--- src/rtl/xee_pkg.sv ---
package xee_pkg;

  // Entry slots in the queue between the front and back parts.
  localparam int unsigned QUEUE_DEPTH = 4;
  localparam int unsigned QPTR_BITS   = 2;
  localparam int unsigned QCNT_BITS   = 3;

  // Default width of the running output count and the capacity reset value.
  localparam int unsigned COUNT_BITS_DEF = 16;
  localparam logic [15:0] CAP_RESET      = 16'd256;

  // Byte codes that the escaper handles.
  localparam logic [7:0] CH_AMP  = 8'h26;
  localparam logic [7:0] CH_LT   = 8'h3C;
  localparam logic [7:0] CH_GT   = 8'h3E;
  localparam logic [7:0] CH_QUOT = 8'h22;
  localparam logic [7:0] CH_APOS = 8'h27;
  localparam logic [7:0] CH_SEMI = 8'h3B;

  // Class of one source byte.
  typedef enum logic [2:0] {
    KIND_PLAIN,
    KIND_AMP,
    KIND_LT,
    KIND_GT,
    KIND_QUOT,
    KIND_APOS
  } kind_t;

  // One classified request held in the queue.
  typedef struct packed {
    logic [7:0] data;
    logic       last;
    kind_t      kind;
  } item_t;

  // Class of a source byte.
  function automatic kind_t classify(input logic [7:0] b);
    kind_t k;
    case (b)
      CH_AMP:  k = KIND_AMP;
      CH_LT:   k = KIND_LT;
      CH_GT:   k = KIND_GT;
      CH_QUOT: k = KIND_QUOT;
      CH_APOS: k = KIND_APOS;
      default: k = KIND_PLAIN;
    endcase
    return k;
  endfunction

  // Number of output bytes that one source byte expands to.
  function automatic logic [2:0] ent_len(input kind_t k);
    logic [2:0] n;
    case (k)
      KIND_AMP:  n = 3'd5;
      KIND_LT:   n = 3'd4;
      KIND_GT:   n = 3'd4;
      KIND_QUOT: n = 3'd6;
      KIND_APOS: n = 3'd6;
      default:   n = 3'd1;
    endcase
    return n;
  endfunction

  // Output byte at position idx of the expansion; a plain byte passes through.
  function automatic logic [7:0] ent_char(input kind_t k, input logic [2:0] idx,
                                          input logic [7:0] b);
    logic [7:0] c;
    c = b;
    case (k)
      KIND_AMP: begin
        case (idx)
          3'd0:    c = CH_AMP;
          3'd1:    c = 8'h61; // a
          3'd2:    c = 8'h6D; // m
          3'd3:    c = 8'h70; // p
          default: c = CH_SEMI;
        endcase
      end
      KIND_LT: begin
        case (idx)
          3'd0:    c = CH_AMP;
          3'd1:    c = 8'h6C; // l
          3'd2:    c = 8'h74; // t
          default: c = CH_SEMI;
        endcase
      end
      KIND_GT: begin
        case (idx)
          3'd0:    c = CH_AMP;
          3'd1:    c = 8'h67; // g
          3'd2:    c = 8'h74; // t
          default: c = CH_SEMI;
        endcase
      end
      KIND_QUOT: begin
        case (idx)
          3'd0:    c = CH_AMP;
          3'd1:    c = 8'h71; // q
          3'd2:    c = 8'h75; // u
          3'd3:    c = 8'h6F; // o
          3'd4:    c = 8'h74; // t
          default: c = CH_SEMI;
        endcase
      end
      KIND_APOS: begin
        case (idx)
          3'd0:    c = CH_AMP;
          3'd1:    c = 8'h61; // a
          3'd2:    c = 8'h70; // p
          3'd3:    c = 8'h6F; // o
          3'd4:    c = 8'h73; // s
          default: c = CH_SEMI;
        endcase
      end
      default: c = b;
    endcase
    return c;
  endfunction

endpackage

--- src/rtl/xml_entity_escaper.sv ---
// XML entity escaper.
// Input channel (in_valid/in_ready): one source byte per request, in_last on
// the final byte of a string. Output channel (out_valid/out_ready): one
// result per cycle unless the receiver stalls, either an output byte or
// an empty result marked truncated. The characters & < > " ' expand to 4
// to 6 bytes; all other bytes produce one result.
// Configuration channel (cfg_valid/cfg_ready/cfg_data): writes the output
// capacity, which includes one place kept for a terminator. cfg_ready is
// always high; write it only while the block is idle.
// A request is first written into the queue and its first result then into
// the output register. Results leave at one per cycle unless the receiver
// stalls, set by the single output register; an entity that fits holds the
// back part until all of its bytes are out, while a four-entry queue keeps
// taking requests meanwhile. A stalled receiver holds the output register;
// the queue then fills and in_ready drops. Reset clears the queue, the count
// and the truncation state and sets the capacity to 256.
module xml_entity_escaper #(
  parameter int unsigned COUNT_BITS = xee_pkg::COUNT_BITS_DEF
) (
  input  logic        clk,
  input  logic        rst,
  input  logic        cfg_valid,
  output logic        cfg_ready,
  input  logic [15:0] cfg_data,
  input  logic        in_valid,
  output logic        in_ready,
  input  logic [7:0]  in_byte,
  input  logic        in_last,
  output logic        out_valid,
  input  logic        out_ready,
  output logic [7:0]  out_byte,
  output logic        has_byte,
  output logic        run_last,
  output logic        truncated,
  output logic [15:0] out_count,
  output logic        string_end
);

  logic [15:0]    capacity;
  logic           q_full;
  logic           push;
  xee_pkg::item_t push_item;
  logic           pop;
  logic           head_valid;
  xee_pkg::item_t head;

  // Capacity register.
  assign cfg_ready = 1'b1;

  always_ff @(posedge clk) begin
    if (rst) begin
      capacity <= xee_pkg::CAP_RESET;
    end else if (cfg_valid) begin
      capacity <= cfg_data;
    end
  end

  xee_front u_front (
    .in_valid  (in_valid),
    .in_ready  (in_ready),
    .in_byte   (in_byte),
    .in_last   (in_last),
    .q_full    (q_full),
    .push      (push),
    .push_item (push_item)
  );

  xee_queue u_queue (
    .clk        (clk),
    .rst        (rst),
    .push       (push),
    .push_item  (push_item),
    .pop        (pop),
    .full       (q_full),
    .head_valid (head_valid),
    .head       (head)
  );

  xee_back #(
    .COUNT_BITS (COUNT_BITS)
  ) u_back (
    .clk        (clk),
    .rst        (rst),
    .capacity   (capacity),
    .head_valid (head_valid),
    .head       (head),
    .pop        (pop),
    .out_valid  (out_valid),
    .out_ready  (out_ready),
    .out_byte   (out_byte),
    .has_byte   (has_byte),
    .run_last   (run_last),
    .truncated  (truncated),
    .out_count  (out_count),
    .string_end (string_end)
  );

  // An empty result is always a truncated, single result.
  assert property (@(posedge clk) disable iff (rst)
    out_valid && !has_byte |-> truncated && run_last && (out_byte == 8'd0))
    else $error("empty result without truncation marking");

  // A result that carries a byte is never marked truncated.
  assert property (@(posedge clk) disable iff (rst)
    out_valid && has_byte |-> !truncated)
    else $error("byte result marked truncated");

  // The end of a string only comes on the last result of its byte.
  assert property (@(posedge clk) disable iff (rst)
    out_valid && string_end |-> run_last)
    else $error("string end on a non-final result");

  // The queue never pops when empty.
  assert property (@(posedge clk) disable iff (rst)
    pop |-> head_valid)
    else $error("queue popped while empty");

endmodule

--- src/rtl/xee_front.sv ---
module xee_front (
  input  logic              in_valid,
  output logic              in_ready,
  input  logic [7:0]        in_byte,
  input  logic              in_last,
  input  logic              q_full,
  output logic              push,
  output xee_pkg::item_t    push_item
);

  // Accept a request whenever the queue has room.
  assign in_ready = !q_full;
  assign push     = in_valid && !q_full;

  // Classify the byte so the back part only has to sequence the expansion.
  always_comb begin
    push_item.data = in_byte;
    push_item.last = in_last;
    push_item.kind = xee_pkg::classify(in_byte);
  end

endmodule

--- src/rtl/xee_queue.sv ---
module xee_queue (
  input  logic                   clk,
  input  logic                   rst,
  input  logic                   push,
  input  xee_pkg::item_t         push_item,
  input  logic                   pop,
  output logic                   full,
  output logic                   head_valid,
  output xee_pkg::item_t         head
);

  xee_pkg::item_t                      entries [xee_pkg::QUEUE_DEPTH];
  logic [xee_pkg::QPTR_BITS-1:0]       wr_ptr;
  logic [xee_pkg::QPTR_BITS-1:0]       rd_ptr;
  logic [xee_pkg::QCNT_BITS-1:0]       count;

  assign full       = (count == xee_pkg::QCNT_BITS'(xee_pkg::QUEUE_DEPTH));
  assign head_valid = (count != '0);
  assign head       = entries[rd_ptr];

  // Entry storage.
  always_ff @(posedge clk) begin
    if (push) begin
      entries[wr_ptr] <= push_item;
    end
  end

  // Pointers and fill count.
  always_ff @(posedge clk) begin
    if (rst) begin
      wr_ptr <= '0;
      rd_ptr <= '0;
      count  <= '0;
    end else begin
      if (push) begin
        wr_ptr <= wr_ptr + 1'b1;
      end
      if (pop) begin
        rd_ptr <= rd_ptr + 1'b1;
      end
      case ({push, pop})
        2'b10:   count <= count + 1'b1;
        2'b01:   count <= count - 1'b1;
        default: count <= count;
      endcase
    end
  end

endmodule

--- src/rtl/xee_back.sv ---
module xee_back #(
  parameter int unsigned COUNT_BITS = xee_pkg::COUNT_BITS_DEF
) (
  input  logic              clk,
  input  logic              rst,
  input  logic [15:0]       capacity,
  input  logic              head_valid,
  input  xee_pkg::item_t    head,
  output logic              pop,
  output logic              out_valid,
  input  logic              out_ready,
  output logic [7:0]        out_byte,
  output logic              has_byte,
  output logic              run_last,
  output logic              truncated,
  output logic [15:0]       out_count,
  output logic              string_end
);

  // Sums are wide enough for both the count limit and the 16-bit capacity.
  localparam int unsigned SUM_BITS = ((COUNT_BITS > 16) ? COUNT_BITS : 16) + 1;

  logic [COUNT_BITS-1:0] written_count;
  logic                  stopped;
  logic [2:0]            idx;

  logic [2:0]            len;
  logic [SUM_BITS-1:0]   room_sum;
  logic [COUNT_BITS:0]   max_sum;
  logic                  fits;
  logic                  taking;
  logic                  done;
  logic                  emit;
  logic [COUNT_BITS-1:0] count_inc;
  logic [SUM_BITS-1:0]   count_ext;
  logic [SUM_BITS-1:0]   held_ext;

  // Fit test for a whole expansion, made once at its first output byte.
  always_comb begin
    len      = xee_pkg::ent_len(head.kind);
    room_sum = SUM_BITS'(written_count) + SUM_BITS'(len) + SUM_BITS'(1);
    max_sum  = (COUNT_BITS+1)'(written_count) + (COUNT_BITS+1)'(len);
    fits     = !stopped && (room_sum <= SUM_BITS'(capacity)) && !max_sum[COUNT_BITS];
    taking   = (idx != 3'd0) || fits;
    done     = !taking || (idx == len - 3'd1);
    emit     = head_valid && (!out_valid || out_ready);
    pop      = emit && done;
    count_inc = written_count + 1'b1;
    count_ext = SUM_BITS'(count_inc);
    held_ext  = SUM_BITS'(written_count);
  end

  // Sequencer state: running count, sticky stop and expansion position.
  always_ff @(posedge clk) begin
    if (rst) begin
      written_count <= '0;
      stopped       <= 1'b0;
      idx           <= 3'd0;
    end else if (emit) begin
      idx <= done ? 3'd0 : idx + 3'd1;
      if (done && head.last) begin
        written_count <= '0;
        stopped       <= 1'b0;
      end else if (taking) begin
        written_count <= count_inc;
      end else begin
        stopped <= 1'b1;
      end
    end
  end

  // Output register valid flag.
  always_ff @(posedge clk) begin
    if (rst) begin
      out_valid <= 1'b0;
    end else if (emit) begin
      out_valid <= 1'b1;
    end else if (out_ready) begin
      out_valid <= 1'b0;
    end
  end

  // Output register payload.
  always_ff @(posedge clk) begin
    if (emit) begin
      run_last   <= done;
      string_end <= done && head.last;
      if (taking) begin
        out_byte  <= xee_pkg::ent_char(head.kind, idx, head.data);
        has_byte  <= 1'b1;
        truncated <= 1'b0;
        out_count <= count_ext[15:0];
      end else begin
        out_byte  <= 8'd0;
        has_byte  <= 1'b0;
        truncated <= 1'b1;
        out_count <= held_ext[15:0];
      end
    end
  end

endmodule

--- config.mk ---
export PLATFORM = sky130hd
export DESIGN_NAME = xml_entity_escaper
export DESIGN_NICKNAME = d
export VERILOG_FILES = /design/src/rtl/xee_pkg.sv /design/src/rtl/xml_entity_escaper.sv /design/src/rtl/xee_front.sv /design/src/rtl/xee_queue.sv /design/src/rtl/xee_back.sv
export SDC_FILE = /design/constraint.sdc
export NUM_CORES = 1
export LEC_CHECK = 0
export BUFFER_PORTS_ARGS = -buffer_cell sky130_fd_sc_hd__buf_2
export CAP_MARGIN = 20
export CORE_ASPECT_RATIO = 2
export CORE_MARGIN = 2
export CORE_UTILIZATION = 60
export DETAILED_ROUTE_END_ITERATION = 6
export GPL_ROUTABILITY_DRIVEN = 0
export PLACE_DENSITY = 0.8
export SLEW_MARGIN = 20
export SYNTH_ARGS = -nofsm -noshare
export SYNTH_HDL_FRONTEND = slang
export SYNTH_SLANG_ARGS = --single-unit
--- constraint.sdc ---
create_clock -name clk -period 10 [get_ports clk]
set_input_delay 1 -clock clk [delete_from_list [all_inputs] [get_ports clk]]
set_output_delay 1 -clock clk [all_outputs]
set_load 0.02 [all_outputs]
==> key figures, run 1 <==
Outcome
  – Status: complete, no violations

Finish
  – Nets: 729
  – Ratio of cells with drive above 1 in the final layout: 17.5%
  – Finished Core Util: 69.3%
  – Diode count: 0
  – Fin area: 7490 um2
  – Area growth, synth to finish: 13.3%
  – Fillcell total: 818

Place
  – Port Buffers: 59
  – DP HPWL: 11.0 mm
  – Placed instance area: 6940 um2

Worst setup path
  – Critical path data required time: 10.32 ns
  – Worst Path Arrival: 8.69 ns
  – Endpoint class of the critical path: register
  – Crit path buf inv count: 1
  – CP startpoint kind: register
  – Worst path top cell family by delay: simple AND/OR/NAND/NOR gates
  – Crit path largest cell delay: 0.81 ns
  – Slowest library cell on the worst path: dfxtp_1
  – Kind of critical path: reg -> reg
  – Crit-path max FO: 14

Clock network
  – Clock Latency Late Sink: 0.41 ns
  – H-tree depth: 4
  – # resized after CTS: 0
  – Clock buffer depth: 2
  – CTS Sinks: 122
  – CTS tree: done
  – CTS Buf Count: 17
  – CTS root buf: clkbuf_16
  – Hold buffer count at CTS: 0
  – Setup repair bufs after CTS: 0
  – CTS clk-pin slew, worst paths: 0.06 ns

Routing
  – Total wire length: 15.5 mm
  – Met1 Wirelength: 5.12 mm
  – Uppermost routed layer: met4
  – Initial detailed-routing violation count: 350
  – Met2 Wirelength: 8.79 mm
  – DR pass1 iterations: 5
  – Drt wl/cell: 19.0 um
  – Final ANT Viol Nets: 0
  – DR vias: 5077
  – Via density per instance: 6.20
  – WL met3: 521 um
  – Residual DRC count: 0

Timing
  – Final max-slew violation count: 0
  – Final Hold Viols: 0
  – Min Hold Slack: 0.469 ns
  – Relative slew slack: 37.6%
  – Achievable Freq: 119 MHz
  – Final setup fails: 0
  – Clk_skew: 0.00917 ns
  – Unrepaired setup endpoints after global routing: false
  – Final period util: 83.7%
  – Worst-Margin Slew: 0.936 ns
  – Setup_tns: 0 ns
  – Min cycle time layout: 8.37 ns

Synth
  – Synth Register Bits: 122
  – Post-synth EDFFs: 76
  – Syn. warnings: 0
  – Mapped Area: 6620 um2
  – Syn Inst Count: 619
  – Primary FF master, synth: edfxtp_1
  – Syn Area/Cell: 10.7 um2
  – Syn Nets: 682
  – Ys async rst share: 0%
  – Sequential area share after synthesis: 48.4%
  – Yosys cell types: 68

Pwr
  – VDD IR-drop max: 0.226 mV
  – Pwr per Cell Area: 260 nW/um2
  – LEAKAGE: 2.88 nW
  – Overall Power: 1.95 mW

Global routing
  – Grt total ovfl: 0
  – GRT Total Usage: 27.0%
  – Largest net degree at the start of global routing: 50
  – Number of global-route vias before repair: 5310
  – Global-route wire length before repair: 24.8 mm
  – Initial antenna violation count: 0

Floorplanning
  – Die Ht: 152 um
  – I/O Pins: 61
  – Die area: 11900 um2
  – # rows: 54
  – Total core area: 10800 um2
  – Initial Util: 61.2%
  – Die width: 78.2 um

Run
  – Max Cap Viol: 0

Hold path
  – Hold Crit Class: reg -> reg
==> cells in the final DEF, fill, tap and decap left out, types with 11 or more instances in the layout <==
cell type	instances
xor2_1	24
a21oi_1	23
clkbuf_16	17
mux4_2	12
a32o_1	11
dfxtp_1	46
xnor2_1	19
mux2i_1	18
inv_1	33
nand2_1	38
edfxtp_1	76
ha_1	31
nand3_1	15
o21ai_0	28
nor3_1	24
buf_2	59
nor2_1	64
==> layer usage <==
metal,GRT usage (%),vias up
li1,-,2373
met5,0,-
met3,4.92,91
met4,20.7,0
met1,24.1,2418
met2,50.9,195
==> tightest hold or removal path: cells and delay by family (launching register included) <==
family	cells	cell delay (ns)
flip-flops	1	0.32
AND/OR/NAND/NOR	1	0.05
AO/OA/AOI/OAI	1	0.05
==> state kept, by name, indices dropped and copies added (netlist names), named ones only <==
name and flops:
u_queue.rd_ptr 2, u_queue.count 3, u_queue.entries 48, u_back.run_last 1
u_back.out_count 16, u_back.written_count 16, u_back.idx 3, u_back.string_end 1
u_back.truncated 1, u_back.stopped 1, u_back.out_byte 8, u_back.out_valid 1
u_queue.wr_ptr 2, u_back.has_byte 1, capacity 16
==> final cells by class <==
| cell class | count | area, um2 | area share (%) |
|---|---|---|---|
| tap | 140 | 175 | 2.34 |
| inverter | 35 | 133 | 1.77 |
| sequential | 122 | 3200 | 42.8 |
| clock inverter | 14 | 126 | 1.69 |
| timing repair buffer | 60 | 303 | 4.04 |
| clock buffer | 18 | 429 | 5.73 |
| multi-input combinational | 430 | 3120 | 41.7 |
==> power by group <==
| part | total [mW] | internal [mW] | switching, mW |
|---|---|---|---|
| combinational | 0.667 | 0.227 | 0.440 |
| sequential | 0.713 | 0.660 | 0.0531 |
| clock | 0.567 | 0.341 | 0.226 |
| total | 1.95 | 1.23 | 0.719 |
==> Yosys cell counts, types with 4 or more instances <==
cell	number	area, um2
a32o_1	11	110
o21ai_0	28	140
or3_1	8	50.1
and2_1	4	25.0
a31oi_1	6	37.5
nor2b_1	9	56.3
xnor2_1	19	166
o22ai_1	6	37.5
mux2i_1	18	180
buf_2	8	40.0
nand3_1	15	75.1
nand2b_1	4	25.0
buf_1	4	15.0
edfxtp_1	76	2280
nand2_1	38	143
a21oi_1	23	115
clkbuf_1	15	56.3
xor2_1	24	210
mux4_2	12	270
and3_1	7	43.8
dfxtp_1	46	921
nor3_1	24	120
nor3b_1	9	67.6
nor2_1	64	240
inv_1	33	124
nor4_1	6	37.5
nand4_1	9	56.3
ha_1	31	388
==> cell families (layout without fill, tap and decap cells) <==
family	count (synthesis)	count (layout)	share of synthesized area [%]
AO/OA/AOI/OAI	105	105	10.9
XOR/XNOR	43	43	5.69
adder cells (fa/ha/maj)	33	33	6.47
buffers and inverters	67	127	4.37
flip-flops	122	122	48.4
multiplexers	33	33	7.32
other	1	1	0.0567
AND/OR/NAND/NOR	215	215	16.8
==> final timing paths <==
check / start / endpoint / slack (ns) / cells past startpoint
worst min-delay path: u_back.out_valid / u_back.out_valid / 0.47 / 2
worst min register to register: u_back.out_valid / u_back.out_valid / 0.47 / 2
worst max register to register: register / u_queue.count[2] / 1.63 / 27
worst max-delay path: register / u_queue.count[2] / 1.63 / 27
==> through the flow <==
step | worst slack, ns | instances
6_report | 1.63 | 819
5_1_grt | 1.08 | 819
3_3_place_gp | 2.03 | 787
4_1_cts | 1.68 | 819
3_5_place_dp | 1.86 | 787
2_1_floorplan | 2.78 | 619
(Power assumes the default switching activity.)
==> run 2, diff against run 1 <==
--- a/config.mk
+++ b/config.mk
@@ -5,6 +5,7 @@
 export SDC_FILE = /design/constraint.sdc
 export NUM_CORES = 1
 export LEC_CHECK = 0
+export ABC_AREA = 1
 export BUFFER_PORTS_ARGS = -buffer_cell sky130_fd_sc_hd__buf_2
 export CAP_MARGIN = 20
 export CORE_ASPECT_RATIO = 2
==> constraint.sdc (replaced) <==
create_clock -name clk -period 8.49 [get_ports clk]
set_input_delay 0.849 -clock clk [delete_from_list [all_inputs] [get_ports clk]]
set_output_delay 0.849 -clock clk [all_outputs]
set_load 0.02 [all_outputs]
==> key figures, run 2 <==
Routing
  – Initial detailed-routing violation count: 374
  – DR vias: 5426
  – Total wire length: 14.7 mm
  – Final ANT Viol Nets: 0
  – Via density per instance: 5.54
  – DR pass1 iterations: 5
  – Drt wl/cell: 15.0 um
  – Residual DRC count: 0

Worst setup path
  – Setup slack, reg-to-reg: 1.58 ns
  – Worst Path Arrival: 7.26 ns
  – Endpoint class of the critical path: register
  – Reg2Reg Capture Point: u_queue.count[2]
  – Depth of the worst register-to-register path: 40
  – CP startpoint kind: register
  – Kind of critical path: reg -> reg
  – Critical path data required time: 8.84 ns
  – Critical path's most frequent cell: nand2_1
  – Crit path largest cell delay: 0.50 ns
  – Crit-path max FO: 26
  – Slowest library cell on the worst path: inv_1

Synth
  – Synth area leaders: edfxtp_1 (34%), dfxtp_1 (14%), nand2_1 (8.2%)
  – Share of the synthesized area in the top cell type: 33.6%
  – Mapped Area: 6780 um2
  – Synth Register Bits: 122
  – Primary FF master, synth: edfxtp_1
  – Count leader, synth: nand2_1
  – Syn Nets: 837
  – Syn. warnings: 0
  – Synth area leader: edfxtp_1
  – Syn Inst Count: 774
  – Yosys cell types: 55
  – Post-synth EDFFs: 76
  – Sequential area share after synthesis: 47.2%
  – Syn Area/Cell: 8.76 um2
  – Top post-synthesis cells by count: nand2_1 (149), inv_1 (82), edfxtp_1 (76)
  – Ys async rst share: 0%

Pwr
  – Pwr per Cell Area: 305 nW/um2
  – LEAKAGE: 3.23 nW
  – VDD IR-drop max: 0.326 mV
  – Overall Power: 2.36 mW

Run
  – Max Cap Viol: 0

Clock network
  – CTS root buf: clkbuf_16
  – Clock buffer depth: 2
  – Setup repair bufs after CTS: 0
  – # resized after CTS: 0
  – Clock Latency Late Sink: 0.42 ns
  – CTS Sinks: 122
  – CTS tree: done
  – H-tree depth: 4
  – CTS Buf Count: 17
  – CTS clk-pin slew, worst paths: 0.06 ns
  – Hold buffer count at CTS: 0

Finish
  – Fillcell total: 859
  – Max reg flops: 48
  – Diode count: 0
  – Top reg by flops: u_queue.entries
  – Area used by multi-input combinational logic: 3090 um2
  – Commonest non-fill, non-tap cell in the layout: nand2_1
  – Area growth, synth to finish: 14.0%
  – Ratio of cells with drive above 1 in the final layout: 18.2%
  – Most frequent cells in the layout: nand2_1 (149), inv_1 (82), edfxtp_1 (76)
  – Sequential cell area: 3200 um2
  – Nets: 887

Floorplanning
  – Total core area: 11100 um2
  – Initial Util: 60.9%
  – Die Ht: 154 um
  – I/O Pins: 61
  – Die area: 12200 um2
  – # rows: 55
  – Die width: 79.2 um

Timing
  – Clk_skew: 0.0119 ns
  – Final setup fails: 0
  – Worst-Margin Slew: 0.776 ns
  – Unrepaired setup endpoints after global routing: false
  – Final period util: 81.4%
  – Achievable Freq: 145 MHz
  – Final Hold Viols: 0
  – Relative slew slack: 48.1%
  – Final max-slew violation count: 0
  – Setup_tns: 0 ns
  – Min cycle time layout: 6.91 ns

Global routing
  – GRT Total Usage: 25.1%
  – Largest net degree at the start of global routing: 51
  – Initial antenna violation count: 0
  – Number of global-route vias before repair: 5040
  – Grt total ovfl: 0
  – Global-route wire length before repair: 24.1 mm

Place
  – Port Buffers: 59
  – DP HPWL: 10.0 mm

Hold path
  – Hold Path Origin: capacity[6]
  – Hold Crit Class: reg -> reg
  – WHS Path Cells: 2
  – Endpoint, Worst Hold: capacity[6]

Outcome
  – Status: complete, no violations
[run 2: how the worst max path moves through the flow]
stage / depth (start not counted) / slack (ns) / endpoint
finish: 40 / 1.58 / u_queue.count[2]
global route: 41 / 0.87 / u_queue.count[2]
CTS: 40 / 1.65 / u_queue.count[2]
detailed placement: 40 / 1.77 / u_queue.count[2]
global placement: 41 / 2.15 / u_queue.count[2]
floorplan: 40 / 3.02 / u_queue.count[2]
[run 2: logic make-up (layout without fill, tap and decap cells)]
kind of cell	Yosys count	after routing	share of synthesized area (%)
flops	122	122	47.2
fa+ha+maj	33	33	6.31
other cells	1	1	0.0553
simple gates	327	327	22.6
compound gates	138	138	12.0
xor+xnor	33	33	4.37
buf+inv	120	183	7.51
[run 2: power by group]
group          switching, mW  internal (mW)  total [mW]
clock                  0.302          0.420       0.723
sequential            0.0494          0.780       0.830
combinational          0.570          0.239       0.809
total                  0.922           1.44        2.36
[run 2: layout make-up]
class | instances | area share [%]
clock buffer | 17 | 5.50
clock inverter | 15 | 2.25
multi-input combinational | 532 | 40.0
sequential | 122 | 41.4
timing repair buffer | 64 | 4.30
tap | 142 | 2.30
inverter | 87 | 4.25
[run 2: metal layers]
| layer | global-route usage [%] | part of all wire [%] |
|---|---|---|
| met1 | 32.7 | 43 |
| met4 | 8.78 | 2.2 |
| met3 | 4.67 | 4.2 |
| met5 | 0 | 0 |
| met2 | 41.8 | 51 |
[run 2: through the flow]
stage	instance area, um2	hold slack (ns)	cells	setup WS (ns)	utilization, %
2_1_floorplan	6780	0.439	774	3.02	-
3_3_place_gp	7120	0.453	946	2.15	63.9
3_5_place_dp	7130	0.457	947	1.77	64.0
4_1_cts	7730	0.467	979	1.65	69.3
5_1_grt	7730	0.479	979	0.866	69.4
6_report	7730	0.464	979	1.58	69.4
[run 2: worst max-delay path: cells and delay by family (launching register included)]
family	cells	cell delay, ns
compound gates	5	0.78
flops	1	0.30
buf+inv	7	1.18
simple gates	23	3.05
fa+ha+maj	4	1.33
xor+xnor	1	0.16
